## config.mk

```make
export PLATFORM = sky130hd
export DESIGN_NAME = glzw_ctrl
export DESIGN_NICKNAME = d
export VERILOG_FILES = /design/src/design/glzw_pkg.sv /design/src/design/glzw_ctrl.sv
export VERILOG_INCLUDE_DIRS = /design/src /design/src/design
export SDC_FILE = /design/constraint.sdc
export NUM_CORES = 1
export LEC_CHECK = 0
export ABC_AREA = 1
export BUFFER_PORTS_ARGS = -buffer_cell sky130_fd_sc_hd__buf_2
export CAP_MARGIN = 15
export CORE_MARGIN = 10
export CORE_UTILIZATION = 53
export CTS_CLUSTER_SIZE = 8
export DETAILED_ROUTE_END_ITERATION = 12
export PLACE_DENSITY = 0.91
export RECOVER_POWER = 100
export SETUP_SLACK_MARGIN = 0.1
export SYNTH_ARGS = -nofsm -noshare
export SYNTH_HDL_FRONTEND = slang
export SYNTH_SLANG_ARGS = --single-unit
```

## constraint.sdc

```tcl
create_clock -name clk -period 2.45 [get_ports clk]
set_clock_uncertainty 0.05 [all_clocks]
set_input_delay 0.3675 -clock clk [delete_from_list [all_inputs] [get_ports clk]]
set_output_delay 0.3675 -clock clk [all_outputs]
set_load 0.02 [all_outputs]
```

## src/design/gif_lzw_decoder_macros.svh

```systemverilog
// ----------------------------------------------------------------------------
// GIF LZW decoder assertion macros
// Short forms for the concurrent checks used in the decoder controller.
// ----------------------------------------------------------------------------
`ifndef GIF_LZW_DECODER_MACROS_SVH
`define GIF_LZW_DECODER_MACROS_SVH

// The consequent must hold in the same cycle as the antecedent.
`define GLZW_ASSERT_SAME(lbl, ante, cons, msg) \
  lbl: assert property (@(posedge clk) disable iff (rst) (ante) |-> (cons)) \
    else $error(msg);

// The consequent must hold in the cycle after the antecedent.
`define GLZW_ASSERT_NEXT(lbl, ante, cons, msg) \
  lbl: assert property (@(posedge clk) disable iff (rst) (ante) |=> (cons)) \
    else $error(msg);

`endif

```

## src/design/glzw_pkg.sv

```systemverilog
// ----------------------------------------------------------------------------
// GIF LZW decoder package
// Shared constants, a helper function and the controller/datapath link types.
// ----------------------------------------------------------------------------
package glzw_pkg;

  localparam int MAX_CODE_BITS = 12;
  localparam int TABLE_ENTRIES = 4096;
  localparam int TAB_AW        = 12;
  localparam int DEPTH_W       = 13;
  localparam int SYM_W         = 9;
  localparam int ACC_BITS      = 20;
  localparam int HELD_W        = 5;
  localparam int CNT_W         = 7;

  localparam logic [CNT_W-1:0] RES_MAX      = 7'd64;
  localparam logic [3:0]       MIN_SIZE_RST = 4'd8;

  // Configuration register indexes.
  localparam logic [1:0] REG_MIN_SIZE = 2'd0;
  localparam logic [1:0] REG_WIDTH    = 2'd1;
  localparam logic [1:0] REG_HEIGHT   = 2'd2;
  localparam logic [1:0] REG_INTERLACE = 2'd3;

  // Commands from the controller to the datapath.
  typedef struct packed {
    logic accept;
    logic dec;
    logic walk_rd;
    logic walk_push;
    logic walk_end;
    logic pop_rd;
    logic pop_emit;
    logic flush;
  } ctl_cmd_t;

  // Status from the datapath to the controller.
  typedef struct packed {
    logic finished;
    logic stack_nz;
    logic bits_ok;
    logic is_clr;
    logic is_end;
    logic is_first;
    logic walk_more;
    logic emit_ok;
    logic pend_v;
    logic acc_status;
  } dp_stat_t;

  // Minimum code size saturated to the legal range 2 to 9.
  function automatic logic [3:0] eff_size(input logic [3:0] s);
    logic [3:0] r;
    r = s;
    if (r < 4'd2) r = 4'd2;
    if (r > 4'd9) r = 4'd9;
    return r;
  endfunction

endpackage

```

## src/design/glzw_ctrl.sv

```systemverilog
// ----------------------------------------------------------------------------
// GIF LZW decoder controller
// Sequences byte intake, code decode, chain walks, pixel pops and the flush
// of the held result at the end of each input beat.
// ----------------------------------------------------------------------------
module glzw_ctrl (
  input  logic                clk,
  input  logic                rst,
  input  logic                data_valid,
  output logic                data_stall,
  input  glzw_pkg::dp_stat_t  st,
  output glzw_pkg::ctl_cmd_t  cmd
);
  import glzw_pkg::*;

  `include "gif_lzw_decoder_macros.svh"

  localparam logic [2:0] S_IDLE  = 3'd0;
  localparam logic [2:0] S_LOOP  = 3'd1;
  localparam logic [2:0] S_WALK  = 3'd2;
  localparam logic [2:0] S_TRD   = 3'd3;
  localparam logic [2:0] S_POP   = 3'd4;
  localparam logic [2:0] S_FLUSH = 3'd5;

  logic [2:0]       state, state_next;
  logic [CNT_W-1:0] cnt, cnt_next;

  assign data_stall = (state != S_IDLE);

  // Next state and command decode.
  always_comb begin
    state_next = state;
    cnt_next   = cnt;
    cmd        = '0;
    case (state)
      S_IDLE: begin
        if (data_valid) begin
          cmd.accept = 1'b1;
          cnt_next   = st.acc_status ? CNT_W'(1) : '0;
          state_next = S_LOOP;
        end
      end
      S_LOOP: begin
        if (cnt == RES_MAX || st.finished) begin
          state_next = S_FLUSH;
        end else if (st.stack_nz) begin
          cmd.pop_rd = 1'b1;
          state_next = S_POP;
        end else if (!st.bits_ok) begin
          state_next = S_FLUSH;
        end else if (st.is_end) begin
          if (st.emit_ok) begin
            cmd.dec  = 1'b1;
            cnt_next = cnt + CNT_W'(1);
          end
        end else begin
          cmd.dec = 1'b1;
          if (!st.is_clr && !st.is_first) begin
            state_next = S_WALK;
          end
        end
      end
      S_WALK: begin
        if (st.walk_more) begin
          cmd.walk_rd = 1'b1;
          state_next  = S_TRD;
        end else begin
          cmd.walk_end = 1'b1;
          state_next   = S_LOOP;
        end
      end
      S_TRD: begin
        cmd.walk_push = 1'b1;
        state_next    = S_WALK;
      end
      S_POP: begin
        if (st.emit_ok) begin
          cmd.pop_emit = 1'b1;
          cnt_next     = cnt + CNT_W'(1);
          state_next   = S_LOOP;
        end
      end
      S_FLUSH: begin
        if (!st.pend_v) begin
          state_next = S_IDLE;
        end else if (st.emit_ok) begin
          cmd.flush  = 1'b1;
          state_next = S_IDLE;
        end
      end
      default: begin
        state_next = S_IDLE;
      end
    endcase
  end

  // State and result counter registers.
  always_ff @(posedge clk) begin
    if (rst) begin
      state <= S_IDLE;
      cnt   <= '0;
    end else begin
      state <= state_next;
      cnt   <= cnt_next;
    end
  end

  `GLZW_ASSERT_SAME(a_idle_no_pend, state == S_IDLE, !st.pend_v, "held result left at idle")
  `GLZW_ASSERT_NEXT(a_accept_loop, data_valid && !data_stall, state == S_LOOP, "accept lost")
  `GLZW_ASSERT_SAME(a_pop_nz, state == S_POP, st.stack_nz, "pop from empty stack")
  `GLZW_ASSERT_SAME(a_cnt_cap, 1'b1, cnt <= RES_MAX, "result count above cap")

endmodule

```

==> run_results.csv, run 1 <==
group,metric,value,unit
synthesis,ys_seq_elements,10,
synthesis,synth-compound-area-share,8.81,%
cells_and_area,nets,163,
global_routing,met3_usage,6.10,%
setup_path,crit_required,2560,ps
placement,place_ws,800,ps
placement,hpwl,1600,um
setup_path,path_max_fanout,7,
synthesis,synth_xor_area_share,4.57,%
timing,finalCritPeriodShare,83.1,%
global_routing,grt-ovfl-total,0,
cts,cts_root_buf,"clkbuf_4",
run,maxCapViolCount,0,
synthesis,synth_area,767,um^2
floorplan,dieArea,3370,um^2
timing,rsz0062_at_grt,"false",
synthesis,synth-seq-area-share,26.1,%
synthesis,yosys_warnings,0,
timing,hold_viol,0,
placement,gp_congestion,0.809,
cells_and_area,syn2layout_area_growth,15.5,%
power_and_ir_drop,total_leakage_power,0.440,nW
status,run_status,"finished clean",
synthesis,synth_nets,137,
synthesis,avgSynthCellArea,6.29,um^2
setup_path,cp_data_arrival_time,2150,ps
placement,placed_area,891,um^2
floorplan,rows,13,
global_routing,grt_pass1_vias,818,
timing,fmax,0.491,GHz
placement,dpl.cell_count,158,
floorplan,start_util,57.5,%
setup_path,r2r_end,"cnt[6]",
floorplan,io_pins,22,
timing,finalSetupViolCount,0,
cells_and_area,antenna_cells,0,
cts,ctsResizeCount,0,
hold_path,hold_depth,2,
routing,drc,0,
timing,relSlewSlack,76.9,%
cts,clk_path_buf_depth,2,
synthesis,synthMuxAreaShare,0,%
setup_path,path_class,"reg -> reg",
floorplan,fp.dieW,58.0,um
global_routing,antenna_found_initial,0,
cts,clk_latency,260,ps
routing,drt_iter0_drc,22,
hold_path,timing.hold.worst.start,"rst",
hold_path,hold_path_end,"cnt[5]",
synthesis,synthSimpleGateAreaFrac,48.3,%
routing,wire_per_inst,11.8,um
cts,htree_num_levels,1,
synthesis,synth_top_family_by_area,"simple AND/OR/NAND/NOR gates",
cts,postCtsSetupBuffers,0,
cells_and_area,fin_area,886,um^2
routing,first_pass_iters,4,
cells_and_area,drive_above_1_share,16.3,%
floorplan,core-area,1330,um^2
setup_path,r2r_setup_slack,410,ps
cts,clk_pin_slew_worst_paths,60,ps
floorplan,die_h,58.0,um
setup_path,critPathLaunchType,"register",
routing,post_drt_via_cell_ratio,5.21,
global_routing,grt_usage,12.0,%
global_routing,grt_use_met1,11.8,%
power_and_ir_drop,irDropWorstVdd,0.000497,V
cts,cts_tree,"yes",
placement,io_buffer_count,21,
cts,cts.sinks,10,
timing,fin_crit,2040,ps
power_and_ir_drop,power_density,765,nW/um^2
hold_path,hp-class,"in -> reg",
global_routing,grt_pass1_wl,3340,um
setup_path,end_kind,"register",
routing,finalWirelength,1910,um
timing,worstMarginPinSlew,345,ps
global_routing,grt_busiest_layer,"met2",
timing,layout_setup_ws,415,ps
routing,via_count,844,
global_routing,grt_util_met2,22.4,%
synthesis,yosys.area_share.adder,3.26,%
routing,drt.antenna.violating_nets,0,
timing,drv_slew,0,
setup_path,r2r_cells,8,
synthesis,yosysUniqueCellTypes,22,
cells_and_area,stdcell_count,162,
synthesis,synthCells,122,
setup_path,regToRegStartpoint,"state[0]",
cts,cts_buffers,3,
timing,setup-tns-final,0,ps
global_routing,grt_max_degree,8,
cts,ctsHoldBuffers,0,
cell usage in the layout, fill, tap and decap left out:
| cell | netlist | layout |
|---|---|---|
| nor3_1 | 2 | 2 |
| inv_1 | 14 | 15 |
| nor3b_1 | 1 | 1 |
| inv_2 | 2 | 1 |
| o21ai_0 | 4 | 4 |
| nand2_1 | 25 | 27 |
| nand2_2 | 1 | 1 |
| or2_2 | 1 | 1 |
| dfxtp_1 | 10 | 10 |
| nand2_4 | 3 | 1 |
| nand3_4 | 1 | 1 |
| a31oi_1 | 1 | 1 |
| nand3b_1 | 1 | 1 |
| buf_2 | 0 | 14 |
| nand4_1 | 4 | 4 |
| clkinvlp_2 | 0 | 1 |
| clkbuf_1 | 0 | 7 |
| nand3_1 | 11 | 11 |
| a21oi_1 | 5 | 6 |
| clkbuf_4 | 0 | 3 |
| xor2_1 | 4 | 4 |
| nor2_1 | 27 | 28 |
| ha_1 | 2 | 2 |
| clkbuf_8 | 0 | 1 |
kinds of logic (layout without fill, tap and decap cells):
logic type	count (synthesis)	in the layout
and+or+nand+nor	78	78
adders and majority gates	2	2
DFF	10	10
xor gates and xnor gates	4	4
buffers and inverters	17	42
AOI/OAI and AO/OA	11	11
worst max-delay path by stage:
| stage | startpoint | endpoint | depth (start not counted) |
|---|---|---|---|
| 3_5_place_dp | cnt[0] | cmd[2] | 8 |
| 3_3_place_gp | cnt[0] | cmd[2] | 8 |
| 5_1_grt | state[0] | cnt[6] | 9 |
| 4_1_cts | cnt[0] | cmd[2] | 8 |
| 6_report | state[0] | cnt[6] | 8 |
| 2_1_floorplan | cnt[0] | cmd[2] | 7 |
per-stage QoR:
stage / util [%] / hold slack (ps) / total power [mW]
2_1_floorplan: - / 387 / 0.492
3_3_place_gp: 66.8 / 450 / 0.562
3_5_place_dp: 66.8 / 455 / 0.573
4_1_cts: 69.5 / 304 / 0.721
5_1_grt: 66.4 / 316 / 0.742
6_report: 66.4 / 326 / 0.677
power breakdown:
group / internal [mW] / leakage (nW) / switching, mW / total, mW
clock: 0.0902 / 0.0210 / 0.0544 / 0.145
sequential: 0.189 / 0.0817 / 0.0325 / 0.222
combinational: 0.0992 / 0.337 / 0.212 / 0.311
total: 0.379 / 0.440 / 0.299 / 0.677
Yosys cell counts, drive strengths merged:
library cell  instances  area share [%]
nor3                  2             1.3
o21ai                 4             2.6
nor2                 28              14
a21oi                 6             5.4
nor3b                 1            0.98
nand4                 4             3.3
ha                    2             3.3
nand3                12             9.5
nand3b                1            0.98
dfxtp                10              26
or2                   1            0.82
xor2                  4             4.6
inv                  16             7.8
a31oi                 1            0.82
nand2                29              17
clkinv                1             1.1
worst max-delay path: stages (launching register included):
cell and delay [ps]:
dfxtp_1 350, nor2_1 310, nand2_1 120, nand2_1 240
a21oi_1 150, nand2_1 210, clkinvlp_2 290, nor2_1 150
nor2_1 60
flip-flops by register name, summed over array words and instances, names as in the netlist:
register	count
state	3
cnt	7
final cells by class:
cell class,count,area (um^2)
Sequential cell,10,200
Inverter,17,65.1
Tap cell,15,18.8
Fill cell,126,448
Clock buffer,4,36.3
Timing Repair Buffer,21,96.3
Multi-Input combinational cell,95,469
routing by layer:
metal  up-vias  part of all wire (%)  routed length (um)
met5         -                     0                   0
met4         0                     0                   0
met3         0                   6.7                 128
met2        20                    53                1010
met1       381                    41                 778
li1        443                     -                   -
(Power assumes the default switching activity.)
==> run 2, diff against run 1 <==
--- a/config.mk
+++ b/config.mk
@@ -6,14 +6,14 @@
 export SDC_FILE = /design/constraint.sdc
 export NUM_CORES = 1
 export LEC_CHECK = 0
-export ABC_AREA = 1
+export ABC_AREA = 0
 export BUFFER_PORTS_ARGS = -buffer_cell sky130_fd_sc_hd__buf_2
 export CAP_MARGIN = 15
 export CORE_MARGIN = 10
-export CORE_UTILIZATION = 53
+export CORE_UTILIZATION = 50
 export CTS_CLUSTER_SIZE = 8
 export DETAILED_ROUTE_END_ITERATION = 12
-export PLACE_DENSITY = 0.91
+export PLACE_DENSITY = 0.87
 export RECOVER_POWER = 100
 export SETUP_SLACK_MARGIN = 0.1
 export SYNTH_ARGS = -nofsm -noshare
==> constraint.sdc (replaced) <==
create_clock -name clk -period 2.1 [get_ports clk]
set_clock_uncertainty 0.05 [all_clocks]
set_input_delay 0.315 -clock clk [delete_from_list [all_inputs] [get_ports clk]]
set_output_delay 0.315 -clock clk [all_outputs]
set_load 0.02 [all_outputs]
==> run 2 against run 1 <==
  * Via count rose by 8.8%
  * Clock power increased by 30%
  * Synthesized cell count down 15%
  * Design area increased by 17%
  * Critical path type is now reg -> out
  * Flip-flop and latch count stayed put
  * Total power up 14%
  * Global-route usage grew 0.87 points
  * Sequential power up 9.5%
  * Die area rose by 7.4%
  * Non-clock buffer count up 7
  * Highest routed layer is now met4
==> run_results.csv, run 2 <==
group,metric,value,unit
status,run_status,"finished clean",
setup_path,regToRegStartpoint,"state[2]",
global_routing,grt_pass1_wl,3680,um
setup_path,cpMaxStageDelayCell,"dfxtp_1",
setup_path,r2r_cells,5,
timing,worstMarginPinSlew,579,ps
timing,setup-tns-final,0,ps
routing,via_count,918,
timing,drv_slew,0,
cts,cts_buffers,3,
cts,cts.sinks,10,
power_and_ir_drop,power_density,747,nW/um^2
timing,finalSetupViolCount,0,
floorplan,die_h,60.1,um
floorplan,core-area,1520,um^2
cells_and_area,antenna_cells,0,
setup_path,path_class,"reg -> out",
synthesis,async_reset_ff_share,0,%
synthesis,avgSynthCellArea,7.75,um^2
global_routing,grt-ovfl-total,0,
setup_path,r2r_setup_slack,250,ps
synthesis,synth-seq-area-share,24.8,%
placement,io_buffer_count,21,
cts,htree_num_levels,1,
synthesis,synth_area,806,um^2
setup_path,crit_chain,"nor3b_4, nand2_1, nor3_2, buf_2",
synthesis,synth_edf_count,0,
timing,rsz0062_at_grt,"false",
global_routing,grt_pass1_vias,847,
cells_and_area,top_register,"cnt",
cells_and_area,largest_reg_flops,7,
floorplan,start_util,52.9,%
cells_and_area,mostFrequentLayoutCells,"buf_2, nand2_1, dfxtp_1, buf_4, inv_1",
synthesis,synth_area_leaders,"dfxtp_1, mux2i_1, nand2_1, nand2b_1, nor3_1",
cells_and_area,n_fill_cell,124,
timing,fin_crit,2030,ps
timing,hold_viol,0,
floorplan,fp.dieW,60.1,um
cells_and_area,stdcell_count,147,
cells_and_area,drive_above_1_share,30.5,%
routing,drc,0,
setup_path,end_kind,"output port",
hold_path,hold_depth,2,
routing,finalWirelength,2630,um
routing,first_pass_iters,4,
routing,post_drt_via_cell_ratio,6.24,
synthesis,yosys.area.top_type,"dfxtp_1",
cts,cts_tree,"yes",
synthesis,ys_seq_elements,10,
routing,drt.antenna.violating_nets,0,
run,maxCapViolCount,0,
synthesis,synth_nets,119,
setup_path,path_buf_inv,1,
synthesis,yosys.area.top_type_share,24.8,%
cells_and_area,nets,147,
floorplan,rows,14,
synthesis,yosysUniqueCellTypes,39,
global_routing,grt_max_degree,18,
cells_and_area,layout_commonest_cell,"buf_2",
placement,gp_congestion,0.850,
power_and_ir_drop,irDropWorstVdd,0.000455,V
hold_path,timing.hold.worst.start,"rst",
cts,clk_pin_slew_worst_paths,80,ps
synthesis,synth_most_common_cell,"nand2_1",
power_and_ir_drop,total_leakage_power,0.403,nW
synthesis,synth-main-ff-cell,"dfxtp_1",
cells_and_area,largestRegisters,"cnt (7), state (3)",
setup_path,path_max_fanout,17,
routing,wire_per_inst,17.9,um
global_routing,grt_usage,12.8,%
setup_path,crit_required,1740,ps
cells_and_area,syn2layout_area_growth,28.6,%
cts,clk_path_buf_depth,2,
setup_path,critPathLaunchType,"register",
hold_path,hold_path_end,"state[2]",
setup_path,cp_data_arrival_time,1660,ps
synthesis,synthCells,104,
cts,cts_root_buf,"clkbuf_4",
timing,fmax,0.493,GHz
cts,clk_latency,280,ps
setup_path,r2r_end,"cnt[1]",
synthesis,synth_common_cells,"nand2_1, dfxtp_1, inv_1",
synthesis,yosys_warnings,0,
timing,finalCritPeriodShare,96.6,%
placement,dpl.cell_count,140,
floorplan,dieArea,3620,um^2
setup_path,cpLargestDelayFamily,"simple AND/OR/NAND/NOR gates",
floorplan,io_pins,22,
setup_path,max_stage_delay,490,ps
placement,hpwl,1750,um
global_routing,antenna_found_initial,0,
timing,relSlewSlack,61.4,%
hold_path,hp-class,"in -> reg",
routing,drt_iter0_drc,43,
run 2: cell types whose count changed in the layout (fill, tap and decap cells not counted), moves of 3 or more:
| cell | before | now |
|---|---|---|
| a211oi_1 | 0 | 4 |
| buf_4 | 0 | 8 |
| inv_1 | 15 | 7 |
| mux2i_1 | 0 | 6 |
| nand2_1 | 27 | 12 |
| nand2b_1 | 0 | 4 |
| nand3_1 | 11 | 3 |
| nand4_1 | 4 | 0 |
| nor2_1 | 28 | 4 |
| nor3_1 | 2 | 5 |
| xor2_1 | 4 | 0 |
run 2: cell families after synthesis:
kind of cell,count (synthesis),share of synthesized area (%)
simple gates,48,33.9
buf+inv,12,5.74
flops,10,24.8
fa+ha+maj,2,3.11
xor+xnor,1,1.09
compound gates,24,22.5
mux,7,8.85
run 2: how the worst max path moves through the flow:
stage,cells after the start,from,slack (ps),to
after floorplan,5,state[2],200,cmd[2]
after global placement,5,state[2],390,cnt[1]
after detailed placement,5,state[2],370,cnt[1]
after CTS,4,cnt[4],110,cmd[6]
after global routing,4,state[1],7,cmd[2]
final,4,state[1],70,cmd[2]
run 2: metrics by stage:
| stage | area [um^2] | worst slack, ps | hold WS, ps | util [%] | power (mW) |
|---|---|---|---|---|---|
| final | 1040 | 70.7 | 268 | 68.0 | 0.774 |
| after global routing | 1040 | 6.56 | 278 | 68.0 | 0.817 |
| after CTS | 1010 | 108 | 264 | 66.0 | 0.748 |
| after detailed placement | 941 | 365 | 442 | 61.7 | 0.548 |
| after global placement | 941 | 391 | 422 | 61.7 | 0.535 |
| after floorplan | 806 | 203 | 337 | - | 0.447 |
run 2: what timing repair did:
| action | CTS | global route |
|---|---|---|
| pin swaps | 1 | 2 |
| buffers inserted | 1 | 2 |
| gates resized for setup | 3 | 9 |
| hold buffers | 0 | 0 |
| setup endpoints to repair | 2 | 2 |
run 2: metal layers:
| layer | GRT usage [%] | wire, um |
|---|---|---|
| met2 | 23.2 | 1410 |
| met1 | 13.2 | 946 |
| met4 | 5.45 | 91 |
| met3 | 3.81 | 181 |
| met5 | 0 | 0 |
run 2: cell type report:
class                      instances  area [um^2]  area share [%]
timing repair buffer              28          154            14.9
inverter                           7         26.3            2.54
sequential                        10          203            19.6
tap                               16         20.0            1.93
multi-input combinational         82          597            57.6
clock buffer                       4         36.3            3.50
run 2: where the power goes:
group	leakage (nW)	internal (mW)	total, mW	switching [mW]
Sequential	0.0819	0.207	0.243	0.0359
Clock	0.0210	0.105	0.189	0.0833
Combinational	0.300	0.144	0.342	0.198
Total	0.403	0.457	0.774	0.317
